## src/rtl/gajm_pkg.sv

```systemverilog
// Package for the greedy angle jet matcher: item and vector types,
// command codes and fixed-point limits. No dependencies.
package gajm_pkg;

    // Command codes carried by an input item
    localparam logic CMD_FERMION = 1'b0;
    localparam logic CMD_JET     = 1'b1;

    // Neutrino codes (absolute value), dropped on load
    localparam logic [15:0] CODE_NU_E   = 16'd12;
    localparam logic [15:0] CODE_NU_MU  = 16'd14;
    localparam logic [15:0] CODE_NU_TAU = 16'd16;

    // Q1.15 cosine limits
    localparam logic signed [15:0] COS_MAX = 16'sh7FFF;
    localparam logic signed [15:0] COS_MIN = 16'sh8000;

    // Depth of the queue between front and back
    localparam int QDEPTH = 2;

    // One classified item in the queue
    typedef struct packed {
        logic               cmd;
        logic signed [31:0] mom_x;
        logic signed [31:0] mom_y;
        logic signed [31:0] mom_z;
        logic signed [15:0] code;
        logic               final_item;
        logic               drop;
    } t_item;

    // Scaled momentum vector with its squared norm
    typedef struct packed {
        logic signed [15:0] cx;
        logic signed [15:0] cy;
        logic signed [15:0] cz;
        logic [31:0]        norm;
        logic               nz;
    } t_vec;

endpackage

```

## src/rtl/gajm_in_if.sv

```systemverilog
// Input channel of the jet matcher: valid/ready plus one load item.
// No dependencies.
interface gajm_in_if;
    logic               valid;
    logic               ready;
    logic               cmd;
    logic signed [31:0] mom_x;
    logic signed [31:0] mom_y;
    logic signed [31:0] mom_z;
    logic signed [15:0] particle_code;
    logic               final_item;

    modport source (output valid, cmd, mom_x, mom_y, mom_z, particle_code, final_item,
                    input ready);
    modport sink   (input valid, cmd, mom_x, mom_y, mom_z, particle_code, final_item,
                    output ready);
endinterface

```

## src/rtl/gajm_front.sv

```systemverilog
// Front end: accepts load items, flags neutrinos for dropping and queues
// them for the back end. Depends on gajm_pkg and gajm_in_if.
module gajm_front
    import gajm_pkg::*;
(
    input  logic      i_clk,
    input  logic      i_rst_n,
    gajm_in_if.sink   i_in,
    output t_item     o_item,
    output logic      o_item_valid,
    input  logic      i_item_ready
);
    localparam int QPW = (QDEPTH > 1) ? $clog2(QDEPTH) : 1;
    localparam int QCW = $clog2(QDEPTH + 1);

    t_item            r_q [QDEPTH];
    logic [QPW-1:0]   r_wp, n_wp;
    logic [QPW-1:0]   r_rp, n_rp;
    logic [QCW-1:0]   r_cnt, n_cnt;
    logic             w_push, w_pop;
    logic [15:0]      w_abs;
    t_item            w_new;

    // Classify: fermions with a neutrino code are marked for dropping
    always_comb begin
        w_abs = i_in.particle_code[15] ? (16'd0 - i_in.particle_code) : i_in.particle_code;
        w_new.cmd        = i_in.cmd;
        w_new.mom_x      = i_in.mom_x;
        w_new.mom_y      = i_in.mom_y;
        w_new.mom_z      = i_in.mom_z;
        w_new.code       = i_in.particle_code;
        w_new.final_item = i_in.final_item;
        w_new.drop       = (i_in.cmd == CMD_FERMION) &&
                           (w_abs inside {CODE_NU_E, CODE_NU_MU, CODE_NU_TAU});
    end

    assign i_in.ready   = (r_cnt != QCW'(QDEPTH));
    assign w_push       = i_in.valid && i_in.ready;
    assign o_item_valid = (r_cnt != '0);
    assign w_pop        = o_item_valid && i_item_ready;
    assign o_item       = r_q[r_rp];

    // Queue pointers
    always_comb begin
        n_wp  = r_wp;
        n_rp  = r_rp;
        n_cnt = r_cnt;
        if (w_push) begin
            n_wp = (r_wp == QPW'(QDEPTH - 1)) ? '0 : r_wp + QPW'(1);
        end
        if (w_pop) begin
            n_rp = (r_rp == QPW'(QDEPTH - 1)) ? '0 : r_rp + QPW'(1);
        end
        if (w_push && !w_pop) begin
            n_cnt = r_cnt + QCW'(1);
        end else if (w_pop && !w_push) begin
            n_cnt = r_cnt - QCW'(1);
        end
    end

    always_ff @(posedge i_clk) begin
        if (!i_rst_n) begin
            r_wp  <= '0;
            r_rp  <= '0;
            r_cnt <= '0;
        end else begin
            r_wp  <= n_wp;
            r_rp  <= n_rp;
            r_cnt <= n_cnt;
        end
    end

    // Queue storage
    always_ff @(posedge i_clk) begin
        if (w_push) begin
            r_q[r_wp] <= w_new;
        end
    end
endmodule

```

## src/flat_wrapper.sv

```systemverilog
// flat-port wrapper written by rule: the top's interface ports become plain ports
module gajm_front_flat import gajm_pkg::*;
  (i_clk, i_rst_n, o_item, o_item_valid, i_item_ready, i_in_valid, i_in_cmd, i_in_mom_x, i_in_mom_y, i_in_mom_z, i_in_particle_code, i_in_final_item, i_in_ready);
  gajm_in_if i_in_i ();
  input  logic i_clk;
  input  logic i_rst_n;
  output t_item o_item;
  output logic o_item_valid;
  input  logic i_item_ready;
  input wire logic [$bits(i_in_i.valid)-1:0] i_in_valid;
  input wire logic [$bits(i_in_i.cmd)-1:0] i_in_cmd;
  input wire logic [$bits(i_in_i.mom_x)-1:0] i_in_mom_x;
  input wire logic [$bits(i_in_i.mom_y)-1:0] i_in_mom_y;
  input wire logic [$bits(i_in_i.mom_z)-1:0] i_in_mom_z;
  input wire logic [$bits(i_in_i.particle_code)-1:0] i_in_particle_code;
  input wire logic [$bits(i_in_i.final_item)-1:0] i_in_final_item;
  output wire logic [$bits(i_in_i.ready)-1:0] i_in_ready;
  assign i_in_i.valid = i_in_valid;
  assign i_in_i.cmd = i_in_cmd;
  assign i_in_i.mom_x = i_in_mom_x;
  assign i_in_i.mom_y = i_in_mom_y;
  assign i_in_i.mom_z = i_in_mom_z;
  assign i_in_i.particle_code = i_in_particle_code;
  assign i_in_i.final_item = i_in_final_item;
  assign i_in_ready = i_in_i.ready;
  gajm_front u_core (.i_clk(i_clk), .i_rst_n(i_rst_n), .i_in(i_in_i), .o_item(o_item), .o_item_valid(o_item_valid), .i_item_ready(i_item_ready));
endmodule
```

## config.mk

```make
export PLATFORM = sky130hd
export DESIGN_NAME = gajm_front_flat
export DESIGN_NICKNAME = d
export VERILOG_FILES = /design/src/rtl/gajm_pkg.sv /design/src/rtl/gajm_in_if.sv /design/src/rtl/gajm_front.sv /design/src/flat_wrapper.sv
export SDC_FILE = /design/constraint.sdc
export NUM_CORES = 1
export LEC_CHECK = 0
export BUFFER_PORTS_ARGS = -buffer_cell sky130_fd_sc_hd__buf_2
export CORE_ASPECT_RATIO = 1.4
export CORE_MARGIN = 5
export CORE_UTILIZATION = 51
export DETAILED_ROUTE_END_ITERATION = 8
export PLACE_DENSITY_LB_ADDON = 0.08
export SLEW_MARGIN = 15
export SYNTH_ARGS = -nofsm -noshare
export SYNTH_HDL_FRONTEND = slang
export SYNTH_SLANG_ARGS = --single-unit
```

## constraint.sdc

```tcl
create_clock -name i_clk -period 16.6 [get_ports i_clk]
set_clock_uncertainty 0.15 [all_clocks]
set_input_delay 3.32 -clock i_clk [delete_from_list [all_inputs] [get_ports i_clk]]
set_output_delay 3.32 -clock i_clk [all_outputs]
set_load 0.05 [all_outputs]
```

==> flow_summary_export.csv, run 1 <==
group,metric,value,unit
worst_hold_path,whs_endpoint,"u_core.r_cnt[1]",
timing,fin_crit_sh,0.377,
power_and_ir_drop,power.leakage,0.00410,uW
clocking,cts_tree,"yes",
power_and_ir_drop,clock_power_share,0.246,
clocking,clk_pin_slew,0.06,ns
synth,synth_area_leader_cell,"edfxtp_1",
routing,drt-met1-wl,6380,um
routing,drt_iter0_markers,329,
timing,hold_violations,0,
synth,synth.yosys.seq_area_share,0.784,
placement,post-dp-hpwl,12100,um
power_and_ir_drop,p_per_area,170,nW/um^2
placement,io_buffers,234,
finish,drive_gt1_frac,0.552,
synth,syn_area,8940,um^2
synth,synth_ff_type,"edfxtp_1",
routing,dr.pass1.iters,4,
power_and_ir_drop,switching_share,0.370,
synth,synthAdderAreaFrac,0.00280,
synth,yosys-top-cells-area,"edfxtp_1 (77%), mux2_2 (14%), dfxtp_1 (1.1%), clkbuf_1 (0.55%), nor2_1 (0.42%)",
grt,grt_overflow,0,
clocking,cts_root_buf,"clkbuf_16",
routing,drc_errors,0,
grt,grt_antenna_before_repair,3,
routing,postRouteAntennaNets,0,
placement,placed_area,10400,um^2
routing,post_drt_via_cell_ratio,5.09,
synth,synth_commonest_cells,"edfxtp_1 (230), mux2_2 (115), clkbuf_1 (13)",
critical_path,rr_worst_depth,3,
synth,synth.most_common_cell,"edfxtp_1",
critical_path,r2r_start,"u_core.r_cnt[0]",
power_and_ir_drop,p_comb_frac,0.341,
clocking,clk_path_buf_depth,3,
clocking,cts.sinks,235,
critical_path,cp-end-kind,"primary output",
timing,fin_setup_tns,0,ns
critical_path,cp_top_family,"buffers and inverters",
finish,synthToLayoutAreaGrowth,23.8,%
placement,gp_congestion,0.798,
synth,synth-xor-area-share,0.00588,
power_and_ir_drop,power.switching,697,uW
routing,wl_per_cell,18.6,um
routing,totalWireLength,17600,um
worst_hold_path,whs_path_depth,2,
critical_path,worst-path-buf-inv,2,
floorplanning,rows,57,
outcome,status,"finished clean",
worst_hold_path,min-delay-start,"u_core.r_cnt[1]",
timing,rsz0062_at_grt,"no",
routing,route.met2.wl,9390,um
critical_path,critPathRequiredTime,13.13,ns
power_and_ir_drop,p_int,1190,uW
timing,worst_pin_slew,0.795,ns
critical_path,critPathSlowestCell,"dfxtp_4",
clocking,ctsResizeCount,0,
power_and_ir_drop,peakVddDrop,111,uV
clocking,numCtsBuffers,22,
critical_path,arrival,2.78,ns
floorplanning,core_area,17300,um^2
critical_path,worstSetupStartpointType,"flip-flop",
synth,synth_seq_cells,235,
critical_path,crit_path_cell_trace,"buf_4, mux2_2, buf_2",
grt,grt_pass1_wl,27100,um
clocking,cts_setup_buffers,0,
synth,async_reset_ff_frac,0,
synth,synth_compound_area_frac,0.0241,
timing,drv_slew,0,
timing,hold_slack,0.370,ns
floorplanning,boundaryPins,235,
finish,fin_nets,816,
floorplanning,die_h,167,um
synth,yosysWarnings,0,
worst_hold_path,hold_path_class,"flip-flop to flip-flop",
synth,mappedNetlistNets,568,
routing,route.met3.wl,1460,um
synth,synth_cells,448,
clocking,clk_latency,0.48,ns
routing,vias,4831,
synth,ys_types,45,
power_and_ir_drop,pwr-share-seq,0.412,
critical_path,worstReg2RegEnd,"u_core.r_q[1][30]",
clocking,htreeDepth,1,
timing,slew_headroom,0.470,
grt,grt_pass1_vias,5344,
synth,synth_top_area_frac,0.773,
finish,final_area,11100,um^2
critical_path,max_stage_delay,0.80,ns
finish,fill_cells,1307,
finish,final_util,0.639,
routing,highest_layer,"met5",
job,max_cap_viol_count,0,
critical_path,reg2reg_slack,13.98,ns
power_and_ir_drop,power,1880,uW
grt,grt_use_total,0.169,
clocking,cts_hold_buffers,0,
synth,synth_edf_count,230,
synth,synth_top_family_by_area,"multiplexers",
timing,finalSetupViolCount,0,
floorplanning,start_util,0.516,
critical_path,critical_path_class,"flip-flop to primary output",
synth,synthSimpleGateAreaFrac,0.0287,
floorplanning,die_w,122,um
critical_path,crit_fanout,59,
synth,syn_avg_cell_area,20.0,um^2
floorplanning,dieArea,20300,um^2
grt,grt_max_degree,60,
synth,synthMuxAreaShare,0.146,
timing,fmax,160,MHz
timing,post-route-min-period,6.25,ns
==> sequential cells by signal, indices dropped and copies added (netlist names), named ones only <==
name,count
u_core.r_cnt,2
u_core.r_rp,1
u_core.r_wp,1
u_core.r_q,230
==> metal layers <==
metal	vias up	GRT usage
li1	2278	-
met1	2339	0.191
met3	33	0.0499
met5	-	0
met4	4	0.0512
met2	177	0.305
==> metrics by stage <==
step           worst slack [ns]  instances
2_1_floorplan              7.64        448
3_3_place_gp              10.82        908
3_5_place_dp              10.81        908
4_1_cts                   10.29        948
5_1_grt                   10.20        949
6_report                  10.35        949
==> worst min-delay path, delay by kind of cell, from the launching register on <==
family | cells | cell delay (ns)
flip-flops | 1 | 0.32
AO/OA/AOI/OAI | 2 | 0.14
==> layout make-up <==
class | count | area (um^2) | area share
antenna | 1 | 2.50 | 0.000226
clock buffer | 27 | 591 | 0.0533
clock inverter | 13 | 85.1 | 0.00769
inverter | 5 | 18.8 | 0.00170
multi-input combinational | 194 | 1870 | 0.169
sequential | 235 | 7010 | 0.633
tap | 236 | 295 | 0.0267
timing repair buffer | 238 | 1200 | 0.108
==> worst max path at each step <==
stage,startpoint,end,slack (ns),cells past startpoint
2_1_floorplan,i_in_valid,u_core.r_q[0][0],7.64,2
3_3_place_gp,flip-flop,o_item[26],10.82,3
3_5_place_dp,flip-flop,o_item[26],10.81,3
4_1_cts,flip-flop,o_item[26],10.29,3
5_1_grt,flip-flop,o_item[79],10.20,3
6_report,flip-flop,o_item[97],10.35,3
==> cell usage in the layout (no fill, tap or decap), drive strengths merged, types with 2 or more instances in the layout <==
cell type  count
buf          238
o21a           2
and2           4
or2            2
clkinv        12
dfxtp          5
a21oi          3
xor2           4
nor3b          2
nor3           5
mux2         115
inv            5
a21o           3
nand2          4
nor2b          2
clkbuf        27
nor4           5
edfxtp       230
ha             2
nor2          11
and3           2
xnor2          2
o21ai          3
nand3          2
or3            2
o2111a         2
a41oi          2
==> kinds of logic (layout without fill, tap and decap cells) <==
family	count (synthesis)	after routing
buffers and inverters	19	283
flip-flops	235	235
AO/OA/AOI/OAI	27	27
adder cells (fa/ha/maj)	2	2
other	0	1
XOR/XNOR	6	6
multiplexers	116	116
AND/OR/NAND/NOR	43	43
==> power groups by stage <==
| stage | clock [uW] | combinational, uW | sequential, uW |
|---|---|---|---|
| after floorplan | 0 | 521 | 777 |
| after global placement | 0 | 649 | 787 |
| after detailed placement | 0 | 651 | 791 |
| after CTS | 479 | 652 | 779 |
| after global routing | 509 | 672 | 785 |
| final | 464 | 643 | 777 |
Note: power is estimated with default switching activity, not from simulation.
==> inputs of run 2 (changes only) <==
ABC_AREA = 1   (was default)
clock period = 6 ns   (was 16.6 ns; I/O delays follow)
==> run 2 against run 1 <==
  * First-iteration DRC count is 8.2% higher
  * Global-route usage rose by 0.98 points
  * Power grew to 2.8 times the previous value
  * Critical endpoint is now o_item[48]
  * Design area rose by 2.1%
  * Sequential share of layout area decreased by 1.3 points
  * Synthesized cell count rose by 15%
  * Highest routed layer unchanged
==> flow_summary_export.csv, run 2 <==
group,metric,value,unit
outcome,status,"finished clean",
synth,synth_cells,513,
routing,drt_iter0_markers,356,
placement,post-dp-hpwl,13200,um
finish,drive_gt1_frac,0.512,
timing,post-route-min-period,3.89,ns
synth,synth.yosys.seq_area_share,0.776,
clocking,htreeDepth,1,
grt,grt_pass1_vias,5450,
clocking,clk_pin_slew,0.06,ns
clocking,cts.sinks,235,
grt,grt_use_total,0.179,
timing,worst_pin_slew,0.878,ns
worst_hold_path,hold_path_class,"flip-flop to flip-flop",
critical_path,reg2reg_slack,3.50,ns
floorplanning,rows,57,
routing,totalWireLength,19000,um
critical_path,worstSetupStartpointType,"flip-flop",
clocking,numCtsBuffers,22,
critical_path,crit_path_cell_trace,"buf_4, mux2_2, buf_2",
timing,rsz0062_at_grt,"no",
clocking,clk_path_buf_depth,3,
timing,finalSetupViolCount,0,
floorplanning,die_h,167,um
synth,synth_edf_count,230,
power_and_ir_drop,peakVddDrop,395,uV
critical_path,max_stage_delay,0.88,ns
timing,slew_headroom,0.413,
critical_path,arrival,2.54,ns
routing,wl_per_cell,18.7,um
synth,synth_ff_type,"edfxtp_1",
critical_path,rr_worst_depth,5,
clocking,cts_tree,"yes",
worst_hold_path,whs_path_depth,2,
synth,ys_types,19,
grt,grt_max_degree,96,
grt,grt_pass1_wl,28400,um
critical_path,worstReg2RegEnd,"u_core.r_q[0][74]",
job,max_cap_viol_count,0,
clocking,ctsResizeCount,0,
critical_path,cp-end-kind,"primary output",
critical_path,critical_path_class,"flip-flop to primary output",
clocking,cts_setup_buffers,0,
critical_path,r2r_start,"u_core.r_cnt[0]",
timing,fmax,257,MHz
finish,fin_nets,882,
finish,final_cell_mix,"buf_2 (234), edfxtp_1 (230), mux2_2 (115)",
timing,hold_violations,0,
critical_path,critPathRequiredTime,4.65,ns
grt,grt_antenna_before_repair,3,
timing,fin_crit_sh,0.648,
clocking,cts_hold_buffers,0,
synth,mappedNetlistNets,633,
synth,synth_commonest_cells,"edfxtp_1 (230), mux2_2 (115), nand2_1 (56)",
floorplanning,core_area,17400,um^2
synth,synth.most_common_cell,"edfxtp_1",
routing,drc_errors,0,
synth,synth_area_leader_cell,"edfxtp_1",
floorplanning,dieArea,20500,um^2
critical_path,critPathSlowestCell,"dfxtp_4",
clocking,clk_latency,0.48,ns
synth,async_reset_ff_frac,0,
routing,postRouteAntennaNets,0,
finish,regMostFlops,"u_core.r_q",
finish,reg_top3,"u_core.r_q: 230 flops, u_core.r_cnt: 2 flops",
floorplanning,die_w,122,um
finish,largest_reg_flops,230,
finish,synthToLayoutAreaGrowth,25.2,%
worst_hold_path,min-delay-start,"u_core.r_rp",
synth,yosys-top-cells-area,"edfxtp_1 (76%), mux2_2 (14%), nand2_1 (2.3%), nand3_1 (1.2%), dfxtp_1 (1.1%)",
floorplanning,start_util,0.519,
placement,gp_congestion,0.853,
synth,syn_area,9030,um^2
synth,synth_top_area_frac,0.765,
synth,yosysWarnings,0,
timing,drv_slew,0,
synth,synth_seq_cells,235,
routing,post_drt_via_cell_ratio,5.07,
routing,vias,5147,
power_and_ir_drop,p_per_area,473,nW/um^2
floorplanning,boundaryPins,235,
synth,syn_avg_cell_area,17.6,um^2
routing,dr.pass1.iters,4,
timing,fin_setup_tns,0,ns
grt,grt_overflow,0,
finish,layout_commonest_cell,"buf_2",
power_and_ir_drop,power.leakage,0.00436,uW
finish,final_util,0.650,
placement,io_buffers,234,
critical_path,crit_fanout,58,
clocking,cts_root_buf,"clkbuf_16",
## run 2: where the power goes
part / switching [uW] / total, uW / internal [uW]
Clock: 554 / 1520 / 967
Sequential: 94.4 / 2170 / 2080
Combinational: 1220 / 1660 / 436
Total: 1870 / 5350 / 3480
## run 2: worst max-delay path by stage
| stage | startpoint | to | slack [ns] | cells after the start |
|---|---|---|---|---|
| 6_report | flip-flop | o_item[48] | 2.11 | 3 |
| 5_1_grt | flip-flop | o_item[48] | 1.98 | 3 |
| 4_1_cts | flip-flop | o_item[48] | 2.06 | 3 |
| 3_5_place_dp | flip-flop | o_item[48] | 2.59 | 3 |
| 3_3_place_gp | flip-flop | o_item[17] | 2.63 | 3 |
| 2_1_floorplan | i_in_valid | u_core.r_q[1][0] | 1.08 | 2 |
## run 2: per-stage QoR
step	hold slack, ns	cells	setup slack (ns)	cell area (um^2)	power, uW
6_report	0.327	1016	2.11	11300	5350
5_1_grt	0.347	1016	1.98	11300	5560
4_1_cts	0.325	1014	2.06	11300	5420
3_5_place_dp	0.307	974	2.59	10500	3880
3_3_place_gp	0.301	974	2.63	10500	3860
2_1_floorplan	0.297	513	1.08	9040	3500
## run 2: layer usage
metal,vias to the layer above,global-route usage,routed length (um)
li1,2426,-,-
met2,173,0.332,10300
met4,2,0.0517,387
met3,27,0.0452,1540
met5,-,0,12
met1,2519,0.199,6750
## run 2: cell families after synthesis
kind of cell	Yosys count	synth area share
compound gates	15	0.00859
mux	115	0.143
fa+ha+maj	2	0.00277
xor+xnor	1	0.000970
buf+inv	39	0.0199
simple gates	106	0.0485
flops	235	0.776
## run 2: area by class of cell
cell class,instances,area (um^2)
diodes,2,5.00
fillers,1338,6100
clock inverters,14,218
multi-input cells,239,1860
inverters,24,90.1
repair buffers,240,1230
clock buffers,26,597
flip-flops and latches,235,7010
well taps,236,295
## run 2: critical path: cells and delay by family, from the launching register on
kind                   cells  cell delay (ns)
buffers and inverters      2             0.72
DFF                        1             0.88
muxes                      1             0.41
==> inputs of run 3 (changes only) <==
CORE_UTILIZATION = 47   (was 51)
clock period = 3.2 ns   (was 6 ns; I/O delays follow)
==> run 3 against run 2 <==
  * Sequential cell count unchanged
  * Sequential power increased by 85%
  * Register-to-register slack got worse by 2.2 ns
  * Core utilization decreased by 6.1 points
  * Routed wire length decreased by 2.6%
  * Design area decreased by 0.76%
  * First-iteration DRC count decreased by 16%
  * Power increased by 80%
  * Worst setup slack got worse by 1.8 ns
  * Clock power increased by 61%
  * Critical endpoint is now o_item[38]
  * Largest power group unchanged
==> flow_summary_export.csv, run 3 (synthesis gave the netlist of run 2 again) <==
group,metric,value,unit
outcome,status,"finished clean",
routing,dr.pass1.iters,4,
finish,synthToLayoutAreaGrowth,24.2,%
critical_path,critPathRequiredTime,2.41,ns
clocking,clk_path_buf_depth,3,
placement,gp_congestion,0.859,
timing,slew_headroom,0.538,
clocking,clk_latency,0.49,ns
power_and_ir_drop,power.leakage,0.00430,uW
clocking,cts.sinks,235,
timing,fin_setup_tns,0,ns
grt,grt_antenna_before_repair,3,
routing,vias,5116,
grt,grt_pass1_wl,28100,um
clocking,numCtsBuffers,23,
grt,grt_overflow,0,
finish,regMostFlops,"u_core.r_q",
critical_path,crit_fanout,53,
routing,totalWireLength,18500,um
finish,reg_top3,"u_core.r_q: 230 flops, u_core.r_cnt: 2 flops",
placement,io_buffers,234,
timing,hold_violations,0,
finish,layout_commonest_cell,"buf_2",
grt,grt_pass1_vias,5381,
timing,fin_crit_sh,0.894,
floorplanning,dieArea,22100,um^2
critical_path,cp-end-kind,"primary output",
timing,rsz0062_at_grt,"no",
floorplanning,die_h,174,um
clocking,ctsResizeCount,0,
job,max_cap_viol_count,0,
finish,fin_nets,883,
clocking,cts_hold_buffers,0,
critical_path,arrival,2.07,ns
floorplanning,core_area,19100,um^2
floorplanning,die_w,127,um
finish,final_area,11200,um^2
placement,placed_area,10500,um^2
clocking,htreeDepth,1,
timing,drv_slew,0,
routing,wl_per_cell,18.0,um
routing,postRouteAntennaNets,0,
critical_path,critical_path_class,"flip-flop to primary output",
floorplanning,start_util,0.474,
timing,post-route-min-period,2.86,ns
worst_hold_path,hold_path_class,"primary input to flip-flop",
critical_path,worstSetupStartpointType,"flip-flop",
power_and_ir_drop,peakVddDrop,598,uV
grt,grt_use_total,0.160,
placement,post-dp-hpwl,12800,um
routing,drt_iter0_markers,299,
floorplanning,boundaryPins,235,
finish,final_cell_mix,"buf_2 (234), edfxtp_1 (230), mux2_2 (115)",
routing,post_drt_via_cell_ratio,4.98,
finish,largest_reg_flops,230,
clocking,cts_tree,"yes",
grt,grt_max_degree,72,
power_and_ir_drop,p_per_area,859,nW/um^2
finish,fill_cells,1509,
clocking,cts_setup_buffers,0,
clocking,cts_root_buf,"clkbuf_16",
timing,finalSetupViolCount,0,
floorplanning,rows,60,
routing,drc_errors,0,
timing,worst_pin_slew,0.693,ns
clocking,clk_pin_slew,0.06,ns
finish,drive_gt1_frac,0.506,
timing,fmax,349,MHz
==> run 3: worst max-delay path: stages (launching register included) <==
cell and delay (ns):
dfxtp_4 0.59, buf_12 0.32, mux2_2 0.39, buf_2 0.22
==> run 3: per-stage QoR <==
stage / worst slack (ns) / utilization / power, uW / std cells / hold WS [ns]
6_report: 0.339 / 0.588 / 9640 / 1027 / 0.179
5_1_grt: 0.255 / 0.588 / 10000 / 1027 / 0.157
4_1_cts: 0.304 / 0.588 / 9760 / 1025 / 0.157
3_5_place_dp: 0.844 / 0.553 / 7310 / 986 / 0.313
3_3_place_gp: 0.836 / 0.553 / 7260 / 986 / 0.303
2_1_floorplan: 0.0590 / - / 6540 / 513 / 0.297
==> run 3: path summary, 6_finish.rpt <==
check / start / end / slack, ns / cells past startpoint
min reg2reg: u_core.r_rp / flip-flop / 0.33 / 2
max reg2reg: u_core.r_cnt[0] / u_core.r_q[0][81] / 1.31 / 5
max: flip-flop / o_item[38] / 0.34 / 3
min: i_in_mom_x[7] / u_core.r_q[0][89] / 0.18 / 1
==> run 3: area by class of cell <==
type | instances | area [um^2] | area share
well taps | 248 | 310 | 0.0277
diodes | 2 | 5.00 | 0.000446
multi-input cells | 239 | 1860 | 0.166
repair buffers | 240 | 1270 | 0.113
clock inverters | 13 | 86.3 | 0.00770
inverters | 24 | 90.1 | 0.00803
clock buffers | 26 | 587 | 0.0523
flip-flops and latches | 235 | 7010 | 0.625
==> run 3: routing by layer <==
layer | wire length [um] | vias up | global-route usage | part of all wire
met3 | 1330 | 25 | 0.0409 | 0.072
met2 | 9840 | 162 | 0.292 | 0.53
li1 | - | 2420 | - | -
met1 | 7010 | 2507 | 0.185 | 0.38
met5 | 13 | - | 0 | 0.00070
met4 | 312 | 2 | 0.0443 | 0.017
==> run 3: report_power, final <==
part | switching (uW) | internal [uW]
clock network | 1050 | 1390
logic | 2340 | 844
registers | 124 | 3890
